## src/rtl/core/ple_pkg.sv

```systemverilog
// ----------------------------------------------------------------------------
// ple_pkg: shared types and constants of the positional list engine
// Operation and status codes, cell command encoding and default sizes.
// ----------------------------------------------------------------------------
package ple_pkg;

    localparam int DEPTH_DEFAULT      = 64;
    localparam int ENTRY_BITS_DEFAULT = 32;

    // Position width inside the cell row, wide enough for the largest depth
    localparam int POS_W = 12;

    // Item field widths on the stream ports
    localparam int KIND_W     = 2;
    localparam int POSITION_W = 7;
    localparam int SECOND_W   = 6;
    localparam int WORD_W     = 32;
    localparam int STATUS_W   = 2;
    localparam int COUNT_W    = 7;
    localparam int S_DATA_W   = 48;
    localparam int M_DATA_W   = 48;

    typedef enum logic [KIND_W-1:0] {
        KIND_INSERT = 2'd0,
        KIND_REMOVE = 2'd1,
        KIND_SWAP   = 2'd2,
        KIND_GET    = 2'd3
    } kind_t;

    typedef enum logic [STATUS_W-1:0] {
        STATUS_OK     = 2'd0,
        STATUS_BADPOS = 2'd1,
        STATUS_FULL   = 2'd2
    } status_t;

    typedef enum logic [2:0] {
        CELL_HOLD   = 3'd0,
        CELL_LOAD   = 3'd1,
        CELL_INSERT = 3'd2,
        CELL_REMOVE = 3'd3,
        CELL_WRITE2 = 3'd4
    } cell_op_t;

    typedef struct packed {
        cell_op_t           op;
        logic [POS_W-1:0]   pos_a;
        logic [POS_W-1:0]   pos_b;
    } cell_cmd_t;

endpackage

```

## src/rtl/core/ple_cell.sv

```systemverilog
// ----------------------------------------------------------------------------
// ple_cell: one list slot of the positional list engine
// Holds one entry, shifts toward its neighbors on insert and remove, takes
// broadcast writes for swap, and passes a read word down the row.
// ----------------------------------------------------------------------------
module ple_cell #(
    parameter int ENTRY_BITS = ple_pkg::ENTRY_BITS_DEFAULT,
    parameter int INDEX      = 0
) (
    input  logic                  clk,
    input  ple_pkg::cell_cmd_t    cmd,
    input  logic [ENTRY_BITS-1:0] word_a,
    input  logic [ENTRY_BITS-1:0] word_b,
    input  logic [ENTRY_BITS-1:0] lower_data,
    input  logic [ENTRY_BITS-1:0] upper_data,
    input  logic [ENTRY_BITS-1:0] upper_rd,
    output logic [ENTRY_BITS-1:0] data,
    output logic [ENTRY_BITS-1:0] rd
);

    localparam logic [ple_pkg::POS_W-1:0] MY_IDX = ple_pkg::POS_W'(INDEX);

    logic [ENTRY_BITS-1:0] data_reg;
    logic [ENTRY_BITS-1:0] data_next;
    logic [ENTRY_BITS-1:0] rd_reg;
    logic [ENTRY_BITS-1:0] rd_next;

    always_comb
    begin
        data_next = data_reg;
        // read word moves one slot toward position zero every cycle but a load
        rd_next   = upper_rd;
        unique case (cmd.op)
            ple_pkg::CELL_HOLD:
            begin
            end
            ple_pkg::CELL_LOAD:
            begin
                rd_next = data_reg;
            end
            ple_pkg::CELL_INSERT:
            begin
                if (MY_IDX > cmd.pos_a)
                begin
                    data_next = lower_data;
                end
                else if (MY_IDX == cmd.pos_a)
                begin
                    data_next = word_a;
                end
            end
            ple_pkg::CELL_REMOVE:
            begin
                if (MY_IDX >= cmd.pos_a)
                begin
                    data_next = upper_data;
                end
            end
            ple_pkg::CELL_WRITE2:
            begin
                if (MY_IDX == cmd.pos_a)
                begin
                    data_next = word_a;
                end
                else if (MY_IDX == cmd.pos_b)
                begin
                    data_next = word_b;
                end
            end
            default:
            begin
            end
        endcase
    end

    always_ff @(posedge clk)
    begin
        data_reg <= data_next;
        rd_reg   <= rd_next;
    end

    assign data = data_reg;
    assign rd   = rd_reg;

endmodule
```

## config.mk

```make
export PLATFORM = sky130hd
export DESIGN_NAME = ple_cell
export DESIGN_NICKNAME = d
export VERILOG_FILES = /design/src/rtl/core/ple_pkg.sv /design/src/rtl/core/ple_cell.sv
export SDC_FILE = /design/constraint.sdc
export NUM_CORES = 1
export LEC_CHECK = 0
export ABC_AREA = 1
export CAP_MARGIN = 20
export CORE_MARGIN = 10
export CORE_UTILIZATION = 50
export DETAILED_ROUTE_END_ITERATION = 7
export DONT_BUFFER_PORTS = 1
export GPL_TIMING_DRIVEN = 0
export PLACE_DENSITY_LB_ADDON = 0.25
export SLEW_MARGIN = 30
export SYNTH_ARGS = -nofsm -noshare
export SYNTH_HDL_FRONTEND = slang
export SYNTH_SLANG_ARGS = --single-unit
```

## constraint.sdc

```tcl
create_clock -name clk -period 2.5 [get_ports clk]
set_clock_uncertainty 0.15 [all_clocks]
set_input_delay 0.5 -clock clk [delete_from_list [all_inputs] [get_ports clk]]
set_output_delay 0.5 -clock clk [all_outputs]
set_load 0.05 [all_outputs]
```

Word level (Yosys, flattened, before mapping):

Index checks and enable logic that the tools add are counted.

* muxes and demuxes: 7
* reduce and logical (&&, ||, !) cells: 4
* magnitude comparators: 2
* eq/ne operators: 7

Operators by type and width (count)
* 32-bit two-way mux: 6
* 32-bit one-hot mux with 3 select lines: 1
* 12-bit logical NOT: 2
* 1-bit by 12-bit >= comparator with 1-bit output, first input constant: 1
* 1-bit by 12-bit > comparator with 1-bit output, first input constant: 1
* 3-bit by 2-bit == test with 1-bit output, second input constant: 2
* 3-bit inequality test, second input constant: 2
* 4-bit AND reduction: 1
* 3-bit by 1-bit == test with 1-bit output, second input constant: 1
* 3-bit == test, second input constant: 1
* 3-bit nonzero test: 1
* 2-bit inequality test, second input constant: 1

* input port bits: 188
* output and inout port bits: 64
* register bits after elaboration: 64
* word-level logic and storage cells: 22

Logic depth before layout (Yosys ltp):

Gate-level depths: netlist of the first run.

* depth after elaboration: 4
* mapped depth: 8
* depth with buffers taken out: 7

Worst setup path before layout of the first run:

OpenSTA, ideal clock, no wires.

* path kind: input to register
* start point: input cmd[21] (netlist bit)
* end point: register data_reg[0], in the netlist data[0] (enable)
* stages on the path: 6
* arrival: 1798 ps
* library setup time: 389 ps
* path slack: 162 ps
* path buffers: 1
* data required time: 1961 ps
* path through: nor2_1 -> nand2_2 -> nor2_8 -> buf_4 -> nand3_1 -> nand2_1

* cells in the longest elaborated chain, start to end: 3
* elaborated cells between the ends (all ways): 7
* classes of those cells: order compare: 2; eq/ne: 3; reduce/logical: 2

RTL lines
* from (decl): line ple_cell.sv:11 `input ple_pkg::cell_cmd_t cmd,`
* 1-bit by 12-bit > comparator with 1-bit output (tied with other cells): line ple_cell.sv:43 `if (MY_IDX > cmd.pos_a)`
* 3-bit inequality test (no source line) or 2-bit inequality test (tied branches)
* 4-bit AND reduction (no source line) (*)
* to (signal assigned): line ple_cell.sv:78 `data_reg <= data_next;`
* to (decl): line ple_cell.sv:23 `logic [ENTRY_BITS-1:0] data_reg;`

Every way passes the cells marked *; elsewhere a longest branch is shown, timed or not.
A chain may end at the register's enable or synchronous reset.

Worst setup path after layout of the first run:

* start point: input cmd[13] (netlist bit)
* end point: register data_reg[31], in the netlist data[31] (enable)

Same word-level chain as after synthesis.

==> flow_summary_export.csv, run 1 <==
group,metric,value,unit
run_status,outcome,"finished clean",
timing,tightest_slew,553,ps
power,power.internal,1740,uW
placed_design,place_congestion,0.777,
route,detail_route.iter0.violations,123,
cells_and_area,seq_area,0.00160,sq mm
timing,post-route-period-util,0.733,
timing,fin_crit,1830,ps
power,ir_worst_vdd,0.000276,V
clock_network,cts_buffers,9,
cells_and_area,finish.utilization,0.565,
worst_hold_path,hold_class,"in -> reg",
placed_design,place_area,0.00364,sq mm
synth,synth_top_flop_cell,"edfxtp_1",
grt,grt_pass1_vias,3074,
route,wl_met3,1180,microns
cells_and_area,fill_cells,620,
worst_hold_path,hold_path_depth,1,
synth,yosys.area.top_type,"edfxtp_1",
floorplan,std_cell_rows,30,
job,maxCapViolCount,0,
grt,antenna_found_initial,0,
synth,syn_inst,435,
setup_path,reg2reg_slack,1210,ps
synth,synth_area,0.00350,sq mm
timing,hold_viol,0,
route,vias_per_cell,5.27,
grt,overflow,0,
power,seq_power_share,0.535,
clock_network,htreeDepth,3,
route,top_layer,"met4",
synth,async_flop_share,0,
route,drtAntennaViolNets,0,
synth,synthTopCellsByArea,"edfxtp_1 27%, dfxtp_1 18%, inv_1 14%",
setup_path,reg2reg_depth,1,
power,sw_frac_of_total,0.270,
clock_network,cts_hold_buf,0,
synth,synth_nets,623,
route,wirelength,10900,microns
setup_path,required,2370,ps
timing,slew_viol_final,0,
grt,grt_max_degree,26,
setup_path,r2r-end,"rd[12]$_DFF_P_",
floorplan,start_util,0.515,
setup_path,crit_arrival,1700,ps
placed_design,dp.cells,532,
synth,ys_warn_count,0,
worst_hold_path,hold_start,"upper_rd[28]",
setup_path,start_kind,"primary input",
placed_design,io_buffer_count,0,
power,power.switching,645,uW
synth,ys_top_cells_by_count,"131 x inv_1, 68 x nand2_1, 65 x nand3_1",
timing,maxSlewHeadroom,0.631,
power,power.total,2390,uW
floorplan,io_pins,252,
synth,yosysUniqueCellTypes,22,
grt,grt_pass1_wl,16600,microns
synth,synth-edff-count,32,
synth,ys_ff_latch,64,
placed_design,dpl.hpwl,8680,microns
setup_path,rr_startpoint,"data[12]$_DFFE_PP_",
synth,synth.avg_cell_area,8.05,sq um
cells_and_area,antenna_cells,0,
cells_and_area,area_delta_synth_final,9.76,%
cells_and_area,multi_input_area,0.00127,sq mm
cells_and_area,design_area,0.00384,sq mm
cells_and_area,final_nets,635,
floorplan,core_area,0.00679,sq mm
synth,synth_most_common_cell,"inv_1",
route,num_vias,2886,
timing,tns,0,ps
floorplan,fp.dieW,104,microns
setup_path,worstSetupPathType,"in -> reg",
clock_network,cts.repair.resized,0,
setup_path,critical_path.max_fanout,25,
floorplan,dieHeight,104,microns
timing,rsz0062_at_grt,"no",
clock_network,cts-root-buf,"clkbuf_8",
clock_network,cts_tree,"done",
synth,synth-seq-area-share,0.458,
route,drc,0,
worst_hold_path,worstHoldEndpoint,"rd[28]$_DFF_P_",
route,wl_met1,4060,microns
clock_network,clockBufferDepth,2,
clock_network,insertion_delay,330,ps
route,wire_per_inst,19.9,microns
power,powerDensity,622,mW/mm^2
synth,yosysTopAreaCellShare,0.275,
cells_and_area,drive_above_1_share,0.0929,
power,p_leak,0.00200,uW
clock_network,cts_sinks,64,
power,clkPwrFrac,0.374,
route,met2_wirelength,5600,microns
grt,grt.total_usage,0.193,
timing,fmax,546,MHz
clock_network,post_cts_buffers,0,
timing,finalSetupViolations,0,
route,first_pass_iters,4,
setup_path,endpoint_kind,"register",
power,p_comb_frac,0.091,
clock_network,clk_pin_slew,70,ps
cells_and_area,stdcell_count,548,
floorplan,die_area,0.0107,sq mm
[worst max path at each step]
| stage | slack, ps | from | end | cells after the start |
|---|---|---|---|---|
| floorplan | 160 | cmd[21] | data[0]$_DFFE_PP_ | 6 |
| global placement | -370 | cmd[13] | data[18]$_DFFE_PP_ | 6 |
| detailed placement | 330 | cmd[13] | data[11]$_DFFE_PP_ | 7 |
| CTS | 670 | cmd[13] | data[31]$_DFFE_PP_ | 7 |
| global route | 590 | cmd[13] | data[31]$_DFFE_PP_ | 7 |
| finish | 670 | cmd[13] | data[31]$_DFFE_PP_ | 7 |
[power groups by stage]
stage	Clock, uW	Sequential [uW]	Combinational (uW)
3_3_place_gp	0	1300	207
5_1_grt	968	1280	251
4_1_cts	913	1280	219
3_5_place_dp	0	1300	218
6_report	895	1280	217
2_1_floorplan	0	1300	175
[kinds of logic (layout without fill, tap and decap cells)]
kind of cell    after synthesis  count (layout)  synth area share
compound gates               33              33            0.0586
flops                        64              64             0.458
buf+inv                     153             170             0.179
mux                          32              32             0.103
simple gates                153             153             0.202
[stage by stage]
step | hold WS (ps) | worst slack [ps]
2_1_floorplan | 478 | 162
3_3_place_gp | 478 | -373
3_5_place_dp | 482 | 327
4_1_cts | 129 | 671
5_1_grt | 122 | 594
6_report | 144 | 667
[metal layers]
metal  vias to the layer above  track usage
met5                         -            0
li1                       1388            -
met3                         6       0.0948
met1                      1325        0.204
met2                       167        0.338
met4                         0       0.0427
[cell usage in the layout, fill, tap and decap left out, types with 2 or more instances in the layout]
cell	count
inv_1	131
nand2_1	67
nand3_1	65
o22ai_1	32
edfxtp_1	32
dfxtp_1	32
mux2_1	30
buf_2	12
nor2_1	11
clkbuf_8	11
clkbuf_1	5
buf_4	4
buf_6	3
nand2_2	2
nand3_2	2
mux2_2	2
clkinv_2	2
[cell type report]
cell class,count,area share
Timing Repair Buffer,1,0.00521
Multi-Input combinational cell,218,0.332
Sequential cell,64,0.417
Clock inverter,3,0.0104
Buffer,22,0.0352
Clock buffer,13,0.0414
Tap cell,96,0.0313
Inverter,131,0.128
[worst max-delay path: stages]
cell and delay [ps]:
nor2_1 100, and2_1 130, buf_4 150, buf_2 230, nand3_1 120, nand2_2 230, buf_12 230
Power figures use the tool's default switching activity.
==> run 2: changes to the inputs <==
==> constraint.sdc (replaced) <==
create_clock -name clk -period 1.7 [get_ports clk]
set_clock_uncertainty 0.15 [all_clocks]
set_input_delay 0.34 -clock clk [delete_from_list [all_inputs] [get_ports clk]]
set_output_delay 0.34 -clock clk [all_outputs]
set_load 0.05 [all_outputs]
==> run 2 against run 1 <==
Global-route usage grew 0.71 points; utilization grew 4.9 points; via count grew 4.3%; critical path depth shrank 1; highest routed layer unchanged.
==> flow_summary_export.csv, run 2 (synthesis gave the netlist of run 1 again) <==
group,metric,value,unit
power,ir_worst_vdd,0.000482,V
cells_and_area,area_delta_synth_final,19.2,%
run_status,outcome,"finished clean",
cells_and_area,final_cell_mix,"131 x inv_1, 66 x nand2_1, 64 x nand3_1",
clock_network,cts_tree,"done",
power,p_leak,0.00213,uW
power,power.total,3730,uW
floorplan,std_cell_rows,30,
worst_hold_path,hold_class,"in -> reg",
placed_design,io_buffer_count,0,
route,vias_per_cell,5.22,
job,maxCapViolCount,0,
floorplan,die_area,0.0107,sq mm
setup_path,critical_path.max_fanout,32,
grt,grt_pass1_wl,17300,microns
setup_path,worstSetupPathType,"in -> reg",
placed_design,dp.cells,531,
route,drc,0,
route,drtAntennaViolNets,0,
clock_network,clk_pin_slew,70,ps
clock_network,clockBufferDepth,2,
timing,finalSetupViolations,0,
clock_network,cts.repair.resized,0,
cells_and_area,stdcell_count,577,
route,num_vias,3011,
clock_network,cts_sinks,64,
grt,antenna_found_initial,0,
floorplan,fp.dieW,104,microns
setup_path,required,1530,ps
setup_path,endpoint_kind,"register",
timing,slew_viol_final,0,
cells_and_area,final_nets,665,
route,wire_per_inst,19.6,microns
floorplan,core_area,0.00679,sq mm
setup_path,reg2reg_slack,400,ps
power,powerDensity,895,mW/mm^2
timing,fmax,647,MHz
timing,fin_crit,1550,ps
placed_design,place_area,0.00364,sq mm
clock_network,cts_buffers,9,
route,wirelength,11300,microns
grt,grt_max_degree,33,
floorplan,start_util,0.515,
timing,hold_viol,0,
placed_design,dp_slack,-229,ps
timing,maxSlewHeadroom,0.598,
floorplan,io_pins,252,
route,first_pass_iters,5,
setup_path,start_kind,"primary input",
clock_network,htreeDepth,3,
placed_design,dpl.hpwl,8470,microns
clock_network,cts-root-buf,"clkbuf_8",
timing,tightest_slew,604,ps
grt,grt.total_usage,0.200,
timing,setup_slack,154,ps
route,detail_route.iter0.violations,162,
setup_path,startpoint,"cmd[17]",
timing,post-route-period-util,0.909,
grt,grt_pass1_vias,3274,
cells_and_area,drive_above_1_share,0.0894,
floorplan,dieHeight,104,microns
cells_and_area,final_common_cell,"inv_1",
setup_path,crit_arrival,1380,ps
timing,hold_ws,9.23,ps
worst_hold_path,hold_start,"upper_rd[20]",
setup_path,rr_startpoint,"data[3]$_DFFE_PP_",
timing,rsz0062_at_grt,"no",
grt,overflow,0,
clock_network,insertion_delay,340,ps
cells_and_area,antenna_cells,0,
placed_design,place_congestion,0.763,
cells_and_area,design_area,0.00417,sq mm
[run 2: cell type report]
type | count | area [sq um]
Sequential cell | 64 | 1600
Clock inverter | 3 | 65.1
Multi-Input combinational cell | 218 | 1290
Clock buffer | 12 | 155
Timing Repair Buffer | 31 | 310
Buffer | 22 | 141
Inverter | 131 | 492
Fill cell | 603 | 2620
Tap cell | 96 | 120
[run 2: critical path, cell delays in order]
cell and delay, ps:
nor2_1 110, nand2_2 100, nor2_8 190, buf_6 170, nand3_2 90, nand2_4 370
[run 2: through the flow]
step / utilization / setup TNS [ps]
finish: 0.614 / 0
CTS: 0.613 / 0
global placement: 0.536 / -6520
global route: 0.614 / 0
detailed placement: 0.536 / -7330
floorplan: - / 0
[run 2: where the power goes]
group	internal [uW]	switching, uW	total [uW]
logic	179	201	380
registers	1680	201	1880
clock network	897	577	1470
total	2750	979	3730
[run 2: final timing paths]
kind | end | depth (start not counted)
worst max-delay path | data[26]$_DFFE_PP_ | 6
worst min-delay path | rd[20]$_DFF_P_ | 1
worst max register to register | rd[3]$_DFF_P_ | 1
worst min register to register | rd[18]$_DFF_P_ | 1
[run 2: per-layer routing]
metal	vias to the layer above	part of all wire	track usage
met2	176	0.50	0.341
li1	1445	-	-
met1	1372	0.37	0.211
met5	-	0	0
met3	18	0.11	0.0911
met4	0	0.018	0.0755
[run 2: what timing repair did]
item                      4_1_cts  5_1_grt
hold buffers                   30        1
buffers inserted                0        0
hold endpoints to repair       30        1
